==> config.mk <==
export PLATFORM = sky130hd
export DESIGN_NAME = trap_rearrange_destinations_top_flat
export DESIGN_NICKNAME = d
export VERILOG_FILES = /design/src/rtl/trd_pkg.sv /design/src/rtl/trd_if.sv /design/src/rtl/trd_cfg_regs.sv /design/src/rtl/trap_rearrange_destinations_top.sv /design/src/flat_wrapper.sv
export SDC_FILE = /design/constraint.sdc
export NUM_CORES = 1
export LEC_CHECK = 0
export BUFFER_PORTS_ARGS = -buffer_cell sky130_fd_sc_hd__buf_2
export CAP_MARGIN = 10
export CORE_MARGIN = 5
export CORE_UTILIZATION = 55
export CTS_BUF_LIST = sky130_fd_sc_hd__clkbuf_8
export DETAILED_ROUTE_END_ITERATION = 16
export GPL_TIMING_DRIVEN = 0
export PLACE_DENSITY = 0.92
export SLEW_MARGIN = 10
export SYNTH_ARGS = -nofsm -noshare
export SYNTH_HDL_FRONTEND = slang
export SYNTH_SLANG_ARGS = --single-unit
==> constraint.sdc <==
create_clock -name clk -period 5.5 [get_ports clk]
set_input_delay 1.1 -clock clk [delete_from_list [all_inputs] [get_ports clk]]
set_output_delay 1.1 -clock clk [all_outputs]
set_load 0.01 [all_outputs]
==> src/rtl/trd_pkg.sv <==
// ----------------------------------------------------------------------------
// trd_pkg
// Shared types and constants of the trap rearrangement destination block.
// ----------------------------------------------------------------------------
package trd_pkg;

  localparam int MaxTrapsDef = 64;
  localparam int OccW        = 64;
  localparam int IdxW        = 6;
  localparam int DestW       = 7;
  localparam int CntW        = 7;
  localparam int ModeW       = 3;
  localparam int PaddrW      = 4;
  localparam int PdataW      = 32;

  // Destination code for an empty trap or a dropped atom (-1).
  localparam logic signed [DestW-1:0] DestDrop = '1;

  localparam logic [CntW-1:0] TrapCountRst = CntW'(64);

  typedef enum logic [ModeW-1:0] {
    MODE_STACK_LEFT  = 3'd0,
    MODE_STACK_RIGHT = 3'd1,
    MODE_FIXED_DROP  = 3'd2,
    MODE_FIXED_FAR   = 3'd3,
    MODE_FIXED_NEAR  = 3'd4
  } mode_t;

  typedef enum logic [1:0] {
    REG_MODE   = 2'd0,
    REG_TARGET = 2'd1,
    REG_GAP    = 2'd2,
    REG_COUNT  = 2'd3
  } reg_idx_t;

  typedef enum logic [1:0] {
    S_IDLE  = 2'd0,
    S_COUNT = 2'd1,
    S_EMIT  = 2'd2
  } state_t;

  typedef struct packed {
    logic [ModeW-1:0] arrange_mode;
    logic [CntW-1:0]  target_size;
    logic [CntW-1:0]  reservoir_gap;
    logic [CntW-1:0]  trap_count;
  } cfg_t;

endpackage

==> src/rtl/trd_if.sv <==
// ----------------------------------------------------------------------------
// trd_in_if / trd_out_if
// Valid/ready channels carrying occupancy words in and destination words out.
// ----------------------------------------------------------------------------
interface trd_in_if;
  logic        valid;
  logic        ready;
  logic [63:0] occupancy;

  modport source (output valid, output occupancy, input ready);
  modport sink   (input valid, input occupancy, output ready);
endinterface

interface trd_out_if;
  logic              valid;
  logic              ready;
  logic [5:0]        trap_pos;
  logic signed [6:0] destination;
  logic              last;

  modport source (output valid, output trap_pos, output destination, output last,
                  input ready);
  modport sink   (input valid, input trap_pos, input destination, input last,
                  output ready);
endinterface

==> src/rtl/trd_cfg_regs.sv <==
// ----------------------------------------------------------------------------
// trd_cfg_regs
// APB-style register file: mode, target size, reservoir gap, trap count.
// ----------------------------------------------------------------------------
module trd_cfg_regs (
  input  logic                         clk,
  input  logic                         rst_n,
  input  logic                         psel,
  input  logic                         penable,
  input  logic                         pwrite,
  input  logic [trd_pkg::PaddrW-1:0]   paddr,
  input  logic [trd_pkg::PdataW-1:0]   pwdata,
  output logic [trd_pkg::PdataW-1:0]   prdata,
  output logic                         pready,
  output trd_pkg::cfg_t                cfg
);
  import trd_pkg::*;

  cfg_t     cfg_r;
  reg_idx_t idx;
  logic     wr_en;

  assign idx    = reg_idx_t'(paddr[PaddrW-1:2]);
  assign wr_en  = psel && penable && pwrite;
  assign pready = 1'b1;
  assign cfg    = cfg_r;

  always_ff @(posedge clk) begin
    if (!rst_n) begin
      cfg_r.arrange_mode  <= ModeW'(MODE_STACK_LEFT);
      cfg_r.target_size   <= '0;
      cfg_r.reservoir_gap <= '0;
      cfg_r.trap_count    <= TrapCountRst;
    end else if (wr_en) begin
      case (idx)
        REG_MODE:   cfg_r.arrange_mode  <= pwdata[ModeW-1:0];
        REG_TARGET: cfg_r.target_size   <= pwdata[CntW-1:0];
        REG_GAP:    cfg_r.reservoir_gap <= pwdata[CntW-1:0];
        REG_COUNT:  cfg_r.trap_count    <= pwdata[CntW-1:0];
        default: ;
      endcase
    end
  end

  always_comb begin
    case (idx)
      REG_MODE:   prdata = PdataW'(cfg_r.arrange_mode);
      REG_TARGET: prdata = PdataW'(cfg_r.target_size);
      REG_GAP:    prdata = PdataW'(cfg_r.reservoir_gap);
      REG_COUNT:  prdata = PdataW'(cfg_r.trap_count);
      default:    prdata = '0;
    endcase
  end

endmodule

==> src/rtl/trap_rearrange_destinations_top.sv <==
// ----------------------------------------------------------------------------
// trap_rearrange_destinations_top
// Per-shot destination generator for a row of traps.
//
//   channel  dir  handshake      payload
//   in_ch    in   valid/ready    occupancy[63:0]
//   out_ch   out  valid/ready    trap_pos[5:0], destination[6:0] s, last
//   cfg      in   APB psel/pen   paddr[3:0], pwdata/prdata[31:0]
//
// A word passes the idle, count and emit states, N being the traps in use:
// idle takes it, count tallies atoms one trap a cycle through the shared
// accumulator, then emit gives one destination a cycle from the output
// register while that register is free. in_ch.ready is high only in idle; the
// next word may be taken while the final result still waits in the output register.
// Synchronous reset clears control state and loads register defaults
// (trap count 64).
// ----------------------------------------------------------------------------
module trap_rearrange_destinations_top #(
  parameter int MAX_TRAPS = trd_pkg::MaxTrapsDef
) (
  input  logic                         clk,
  input  logic                         rst_n,
  trd_in_if.sink                       in_ch,
  trd_out_if.source                    out_ch,
  input  logic                         psel,
  input  logic                         penable,
  input  logic                         pwrite,
  input  logic [trd_pkg::PaddrW-1:0]   paddr,
  input  logic [trd_pkg::PdataW-1:0]   pwdata,
  output logic [trd_pkg::PdataW-1:0]   prdata,
  output logic                         pready
);
  import trd_pkg::*;

  localparam logic [CntW-1:0] MaxN = CntW'(MAX_TRAPS);

  cfg_t   cfg;
  state_t state_r, state_nxt;

  logic [OccW-1:0]   held_r, held_nxt;
  logic [CntW-1:0]   total_r, total_nxt;
  logic [CntW-1:0]   walk_r, walk_nxt;
  logic [CntW-1:0]   seen_r, seen_nxt;
  logic              out_valid_r, out_valid_nxt;
  logic [IdxW-1:0]   out_idx_r, out_idx_nxt;
  logic [DestW-1:0]  out_dest_r, out_dest_nxt;
  logic              out_last_r, out_last_nxt;

  logic [CntW-1:0]   n_use;
  logic              bit_now;
  logic              walk_end;
  logic              out_free;
  logic [CntW-1:0]   acc_in;
  logic [CntW-1:0]   acc_sum;
  logic [DestW-1:0]  dest_now;

  trd_cfg_regs u_cfg (
    .clk     (clk),
    .rst_n   (rst_n),
    .psel    (psel),
    .penable (penable),
    .pwrite  (pwrite),
    .paddr   (paddr),
    .pwdata  (pwdata),
    .prdata  (prdata),
    .pready  (pready),
    .cfg     (cfg)
  );

  function automatic logic [DestW-1:0] pick_dest(
    input logic             present,
    input logic [ModeW-1:0] mode,
    input logic [CntW-1:0]  target,
    input logic [CntW-1:0]  gap,
    input logic [CntW-1:0]  n,
    input logic [CntW-1:0]  left,
    input logic [CntW-1:0]  total
  );
    logic [CntW-1:0] right;
    logic [CntW-1:0] far;
    logic [CntW:0]   near;
    logic            keep;
    right = total - left;
    far   = n - right;
    near  = {1'b0, left} + {1'b0, gap};
    keep  = left < target;
    if (!present) begin
      pick_dest = DestDrop;
    end else begin
      case (mode_t'(mode))
        MODE_STACK_LEFT:  pick_dest = left;
        MODE_STACK_RIGHT: pick_dest = far;
        MODE_FIXED_DROP:  pick_dest = keep ? left : DestDrop;
        MODE_FIXED_FAR:   pick_dest = keep ? left : far;
        MODE_FIXED_NEAR: begin
          if (keep) pick_dest = left;
          else if (near < {1'b0, n}) pick_dest = near[CntW-1:0];
          else pick_dest = DestDrop;
        end
        default:          pick_dest = DestDrop;
      endcase
    end
  endfunction

  // Saturate trap count to 1..MAX_TRAPS.
  always_comb begin
    if (cfg.trap_count == '0) n_use = CntW'(1);
    else if (cfg.trap_count > MaxN) n_use = MaxN;
    else n_use = cfg.trap_count;
  end

  assign bit_now  = held_r[walk_r[IdxW-1:0]];
  assign walk_end = (walk_r + CntW'(1)) == n_use;
  assign out_free = !out_valid_r || out_ch.ready;

  // Shared accumulator: atom total while counting, atoms passed while emitting.
  assign acc_in  = (state_r == S_COUNT) ? total_r : seen_r;
  assign acc_sum = acc_in + CntW'(bit_now);

  assign dest_now = pick_dest(bit_now, cfg.arrange_mode, cfg.target_size,
                              cfg.reservoir_gap, n_use, seen_r, total_r);

  assign in_ch.ready        = (state_r == S_IDLE);
  assign out_ch.valid       = out_valid_r;
  assign out_ch.trap_pos    = out_idx_r;
  assign out_ch.destination = out_dest_r;
  assign out_ch.last        = out_last_r;

  always_comb begin
    state_nxt     = state_r;
    held_nxt      = held_r;
    total_nxt     = total_r;
    walk_nxt      = walk_r;
    seen_nxt      = seen_r;
    out_valid_nxt = out_valid_r;
    out_idx_nxt   = out_idx_r;
    out_dest_nxt  = out_dest_r;
    out_last_nxt  = out_last_r;

    if (out_valid_r && out_ch.ready) out_valid_nxt = 1'b0;

    case (state_r)
      S_IDLE: begin
        if (in_ch.valid) begin
          held_nxt  = in_ch.occupancy;
          total_nxt = '0;
          walk_nxt  = '0;
          state_nxt = S_COUNT;
        end
      end
      S_COUNT: begin
        total_nxt = acc_sum;
        if (walk_end) begin
          walk_nxt  = '0;
          seen_nxt  = '0;
          state_nxt = S_EMIT;
        end else begin
          walk_nxt = walk_r + CntW'(1);
        end
      end
      S_EMIT: begin
        // Advance only when the output register is free.
        if (out_free) begin
          out_valid_nxt = 1'b1;
          out_idx_nxt   = walk_r[IdxW-1:0];
          out_dest_nxt  = dest_now;
          out_last_nxt  = walk_end;
          seen_nxt      = acc_sum;
          if (walk_end) begin
            walk_nxt  = '0;
            state_nxt = S_IDLE;
          end else begin
            walk_nxt = walk_r + CntW'(1);
          end
        end
      end
      default: state_nxt = S_IDLE;
    endcase
  end

  always_ff @(posedge clk) begin
    if (!rst_n) begin
      state_r     <= S_IDLE;
      total_r     <= '0;
      walk_r      <= '0;
      seen_r      <= '0;
      out_valid_r <= 1'b0;
    end else begin
      state_r     <= state_nxt;
      total_r     <= total_nxt;
      walk_r      <= walk_nxt;
      seen_r      <= seen_nxt;
      out_valid_r <= out_valid_nxt;
    end
  end

  always_ff @(posedge clk) begin
    held_r     <= held_nxt;
    out_idx_r  <= out_idx_nxt;
    out_dest_r <= out_dest_nxt;
    out_last_r <= out_last_nxt;
  end

`ifndef SYNTH
  a_accept_starts_count: assert property (@(posedge clk) disable iff (!rst_n)
    in_ch.valid && in_ch.ready |=> state_r == S_COUNT)
    else $error("accepted word did not start the count phase");

  a_busy_not_ready: assert property (@(posedge clk) disable iff (!rst_n)
    state_r != S_IDLE |-> !in_ch.ready)
    else $error("input ready while busy");

  a_total_bounded: assert property (@(posedge clk) disable iff (!rst_n)
    state_r == S_COUNT |-> total_r <= walk_r)
    else $error("atom total exceeds traps visited");
`endif

endmodule
==> src/flat_wrapper.sv <==
// flat-port wrapper written by rule: the top's interface ports become plain ports
module trap_rearrange_destinations_top_flat import trd_pkg::*;
#(
  parameter int MAX_TRAPS = trd_pkg::MaxTrapsDef
)
  (clk, rst_n, psel, penable, pwrite, paddr, pwdata, prdata, pready, in_ch_valid, in_ch_occupancy, in_ch_ready, out_ch_valid, out_ch_trap_pos, out_ch_destination, out_ch_last, out_ch_ready);
  trd_in_if in_ch_i ();
  trd_out_if out_ch_i ();
  input  logic clk;
  input  logic rst_n;
  input  logic psel;
  input  logic penable;
  input  logic pwrite;
  input  logic [trd_pkg::PaddrW-1:0] paddr;
  input  logic [trd_pkg::PdataW-1:0] pwdata;
  output logic [trd_pkg::PdataW-1:0] prdata;
  output logic pready;
  input wire logic [$bits(in_ch_i.valid)-1:0] in_ch_valid;
  input wire logic [$bits(in_ch_i.occupancy)-1:0] in_ch_occupancy;
  output wire logic [$bits(in_ch_i.ready)-1:0] in_ch_ready;
  output wire logic [$bits(out_ch_i.valid)-1:0] out_ch_valid;
  output wire logic [$bits(out_ch_i.trap_pos)-1:0] out_ch_trap_pos;
  output wire logic [$bits(out_ch_i.destination)-1:0] out_ch_destination;
  output wire logic [$bits(out_ch_i.last)-1:0] out_ch_last;
  input wire logic [$bits(out_ch_i.ready)-1:0] out_ch_ready;
  assign in_ch_i.valid = in_ch_valid;
  assign in_ch_i.occupancy = in_ch_occupancy;
  assign in_ch_ready = in_ch_i.ready;
  assign out_ch_valid = out_ch_i.valid;
  assign out_ch_trap_pos = out_ch_i.trap_pos;
  assign out_ch_destination = out_ch_i.destination;
  assign out_ch_last = out_ch_i.last;
  assign out_ch_i.ready = out_ch_ready;
  trap_rearrange_destinations_top #(.MAX_TRAPS(MAX_TRAPS)) u_core (.clk(clk), .rst_n(rst_n), .in_ch(in_ch_i), .out_ch(out_ch_i), .psel(psel), .penable(penable), .pwrite(pwrite), .paddr(paddr), .pwdata(pwdata), .prdata(prdata), .pready(pready));
endmodule
==> flow_summary.yaml <==
outcome:
  status: "finished clean"
pwr:
  power_leakage_nw: 3.575
  power.share.sequential_pct: 50.4
  power_frac_comb_pct: 10.3
  p_int_mw: 1.592
  swShare_pct: 24.46
  p_per_area_nw_per_um2: 246.9
  p_clk_share_pct: 39.3
  ir_worst_vdd_uv: 206.4
  p_switching_mw: 0.5156
critical_path:
  reg2reg_depth: 14
  cpMaxStageDelayCell: "dfxtp_1"
  arrival_ps: 4290
  critPathRequiredTime_ps: 5690
  crit_type: "reg2reg"
  start_kind: "flop"
  critPathCaptureType: "flop"
  cp_top_family: "simple AND/OR/NAND/NOR gates"
  critPathMaxFanout: 7
  slowest_delay_ps: 530
  crit_chain: "ha_1 > nor2b_1 > o21ai_0 > a21boi_0 > o21a_1 > or3_1 > and2_1 > ha_1 > nand2_1 > o21ai_1 > a31oi_1 > nand4_1 > o311a_1 > or3_1"
  reg2reg_slack_ps: 1400
  r2r_end: "u_core.out_ch.destination[1]"
  path_buf_inv: 0
  reg2reg_from: "u_core.seen_r[2]"
route:
  drt_wl_total_mm: 16.60
  drcViolationCount: 0
  dr_total_vias: 5470
  dr.first_iter.drc_count: 530
  drt_first_pass_iters: 6
  vias_per_cell: 5.576
  avgRoutedWirePerCell_um: 16.92
  drtAntennaViolNets: 0
clock_network:
  cts_sinks: 126
  cts_hold_buf: 0
  cts-root-buf: "clkbuf_8"
  clk_pin_slew_worst_paths_ps: 80
  cts_made_buffers: 17
  cts_tree: "built"
  post_cts.repair.setup_buffers: 0
  cts_resized: 0
  clkLatencyLatePin_ps: 450
  cts_buffer_depth: 2
  htreeDepth: 4
min_path:
  hold_class: "reg2reg"
  holdPathEnd: "u_core.out_ch.trap_pos[3]"
  worstHoldStart: "u_core.walk_r[3]"
  hold_depth: 0
sta:
  relSlewSlack_pct: 47.45
  final-setup-viol-count: 0
  fmax_ghz: 0.2439
  clock_skew_ps: 15.06
  slew_violations: 0
  worstMarginPinSlew_ps: 788.2
  rsz0062_at_grt: "false"
  final-hold-violation-count: 0
  fin_crit_sh_pct: 74.55
  final.min_clock_period_ps: 4100
  setup_tns_ps: 0
global_routing:
  grt_pass1_wl_mm: 26.88
  grt_max_degree: 66
  grt_usage_pct: 21.35
  grt_pass1_vias: 5530
  antenna_found_initial: 0
  gr-total-overflow: 0
synth:
  synth_cells: 647
  synth_edf_count: 78
  yosys-top-cells-area: "edfxtp_1, dfxtp_1, mux2i_1"
  synth_cell_type_count: 62
  synthFlopType: "edfxtp_1"
  yosys_warnings: 0
  ys_ff_latch: 126
  ys_async_sr_fraction_pct: 0
  ys_seq_area_share_pct: 45.27
  synth_top_area_share_pct: 32.10
  synth_top_cell_by_area: "edfxtp_1"
  synth.cell_area_um2: 7297
  avgSynthCellArea_um2: 11.28
floorplan:
  rows: 42
  fp.dieArea_um2: 15670
  io_pins: 156
  fp.dieW_um: 125.2
  start_util_pct: 55.54
  die_h_um: 125.2
  core_area_um2: 13140
placed_design:
  io_buffers: 102
  gp_congestion: 0.8980
  dpl.hpwl_mm: 12.44
  dpl_cell_area_um2: 8134
layout:
  antenna_cells: 0
  nNetsFinal: 938
  layout-drive-gt1-share_pct: 24.22
  finalInstanceArea_um2: 8538
  synthToLayoutAreaGrowth_pct: 17.01
run:
  drv_cap: 0
-- how the worst max path moves through the flow --
stage / start / end / slack (ps) / cells after the start
finish: u_core.seen_r[2] / u_core.out_ch.destination[1] / 1400 / 14
global route: u_core.seen_r[1] / u_core.out_ch.destination[1] / 1160 / 15
CTS: u_core.seen_r[2] / u_core.out_ch.destination[1] / 1490 / 14
detailed placement: u_core.seen_r[2] / u_core.out_ch.destination[1] / 1520 / 14
global placement: in_ch_valid / u_core.walk_r[3] / 960 / 6
floorplan: in_ch_valid / u_core.walk_r[2] / 1740 / 5
-- cell type report --
cell class / instances / area [um2]
timing repair buffer: 103 / 521.8
inverter: 47 / 176.4
sequential: 126 / 3303
clock inverter: 14 / 170.2
clock buffer: 17 / 234.0
buffer: 58 / 366.6
fill: 1038 / 4599
tap: 176 / 220.2
multi-input combinational: 440 / 3546
-- logic make-up after synthesis --
| logic type | Yosys count | synth area share, % |
|---|---|---|
| other | 2 | 0.1029 |
| adders and majority gates | 38 | 7.133 |
| DFF | 126 | 45.27 |
| muxes | 80 | 14.25 |
| xor gates and xnor gates | 22 | 3.018 |
| and+or+nand+nor | 158 | 11.39 |
| AOI/OAI and AO/OA | 116 | 11.40 |
| buffers and inverters | 105 | 7.442 |
-- metal layers --
layer | track usage, % | vias up | wire, um
met5 | 0 | - | 0
met4 | 7.526 | 0 | 316
met3 | 6.482 | 32 | 1312
met2 | 37.42 | 225 | 8438
met1 | 24.88 | 2571 | 6533
li1 | - | 2642 | -
-- layout by cell type (no fill, tap or decap), types with 5 or more instances in the layout --
cell type and instances:
o21a_1 9, clkbuf_1 17, nand3b_1 6, mux4_1 10, edfxtp_1 78, conb_1 26, o21ai_0 20, dfxtp_1 48
mux4_2 5, inv_1 46, nand3_1 21, mux2_2 11, nand2_1 36, o221ai_1 7, clkbuf_8 17, mux2i_1 54
buf_4 29, buf_2 109, a21o_1 9, xnor2_1 16, fa_1 6, nor3_1 8, ha_1 32, nand4_1 8
and3_1 6, nor2b_1 31, a31oi_1 7, a21oi_1 12, a311oi_1 5, nor2_1 20, and2_1 9
-- cells in the mapped netlist (all sizes together), types with 6 or more instances --
master	number
a21oi	12
nor2b	32
nor2	21
nand2	36
ha	32
fa	6
nor3	8
a31oi	8
and2	10
and3	6
edfxtp	78
nand3b	6
a21o	9
mux2	11
nand4	9
mux4	15
o21ai	22
inv	47
o21a	9
mux2i	54
dfxtp	48
o221ai	7
clkbuf	17
xnor2	16
buf	41
nand3	22
-- power by group through the flow --
stage,sequential (mW),clock (mW),combinational [mW]
after floorplan,1.08,0,0.147
after detailed placement,1.08,0,0.213
after global routing,1.06,0.877,0.236
final,1.06,0.829,0.217
after CTS,1.06,0.836,0.215
after global placement,1.08,0,0.207
-- registers in the layout, summed over array words and instances, names as in the netlist --
register / count
u_core.u_cfg.cfg: 24
u_core.out_ch.valid: 1
u_core.out_ch.destination: 7
u_core.seen_r: 7
u_core.total_r: 7
u_core.held_r: 64
u_core.walk_r: 7
u_core.out_ch.last: 1
u_core.out_ch.trap_pos: 6
u_core.state_r: 2
-- per-stage QoR --
step	util, %	power (mW)	instances	hold slack [ps]	setup WS (ps)
finish	64.99	2.108	981	482.6	1400
global route	64.99	2.177	981	488.3	1159
CTS	64.99	2.113	981	481.6	1487
detailed placement	61.91	1.296	950	470.2	1523
global placement	61.79	1.289	949	442.8	955.7
floorplan	-	1.225	671	409.5	1738
No activity file was read; power rests on OpenSTA's default activity.
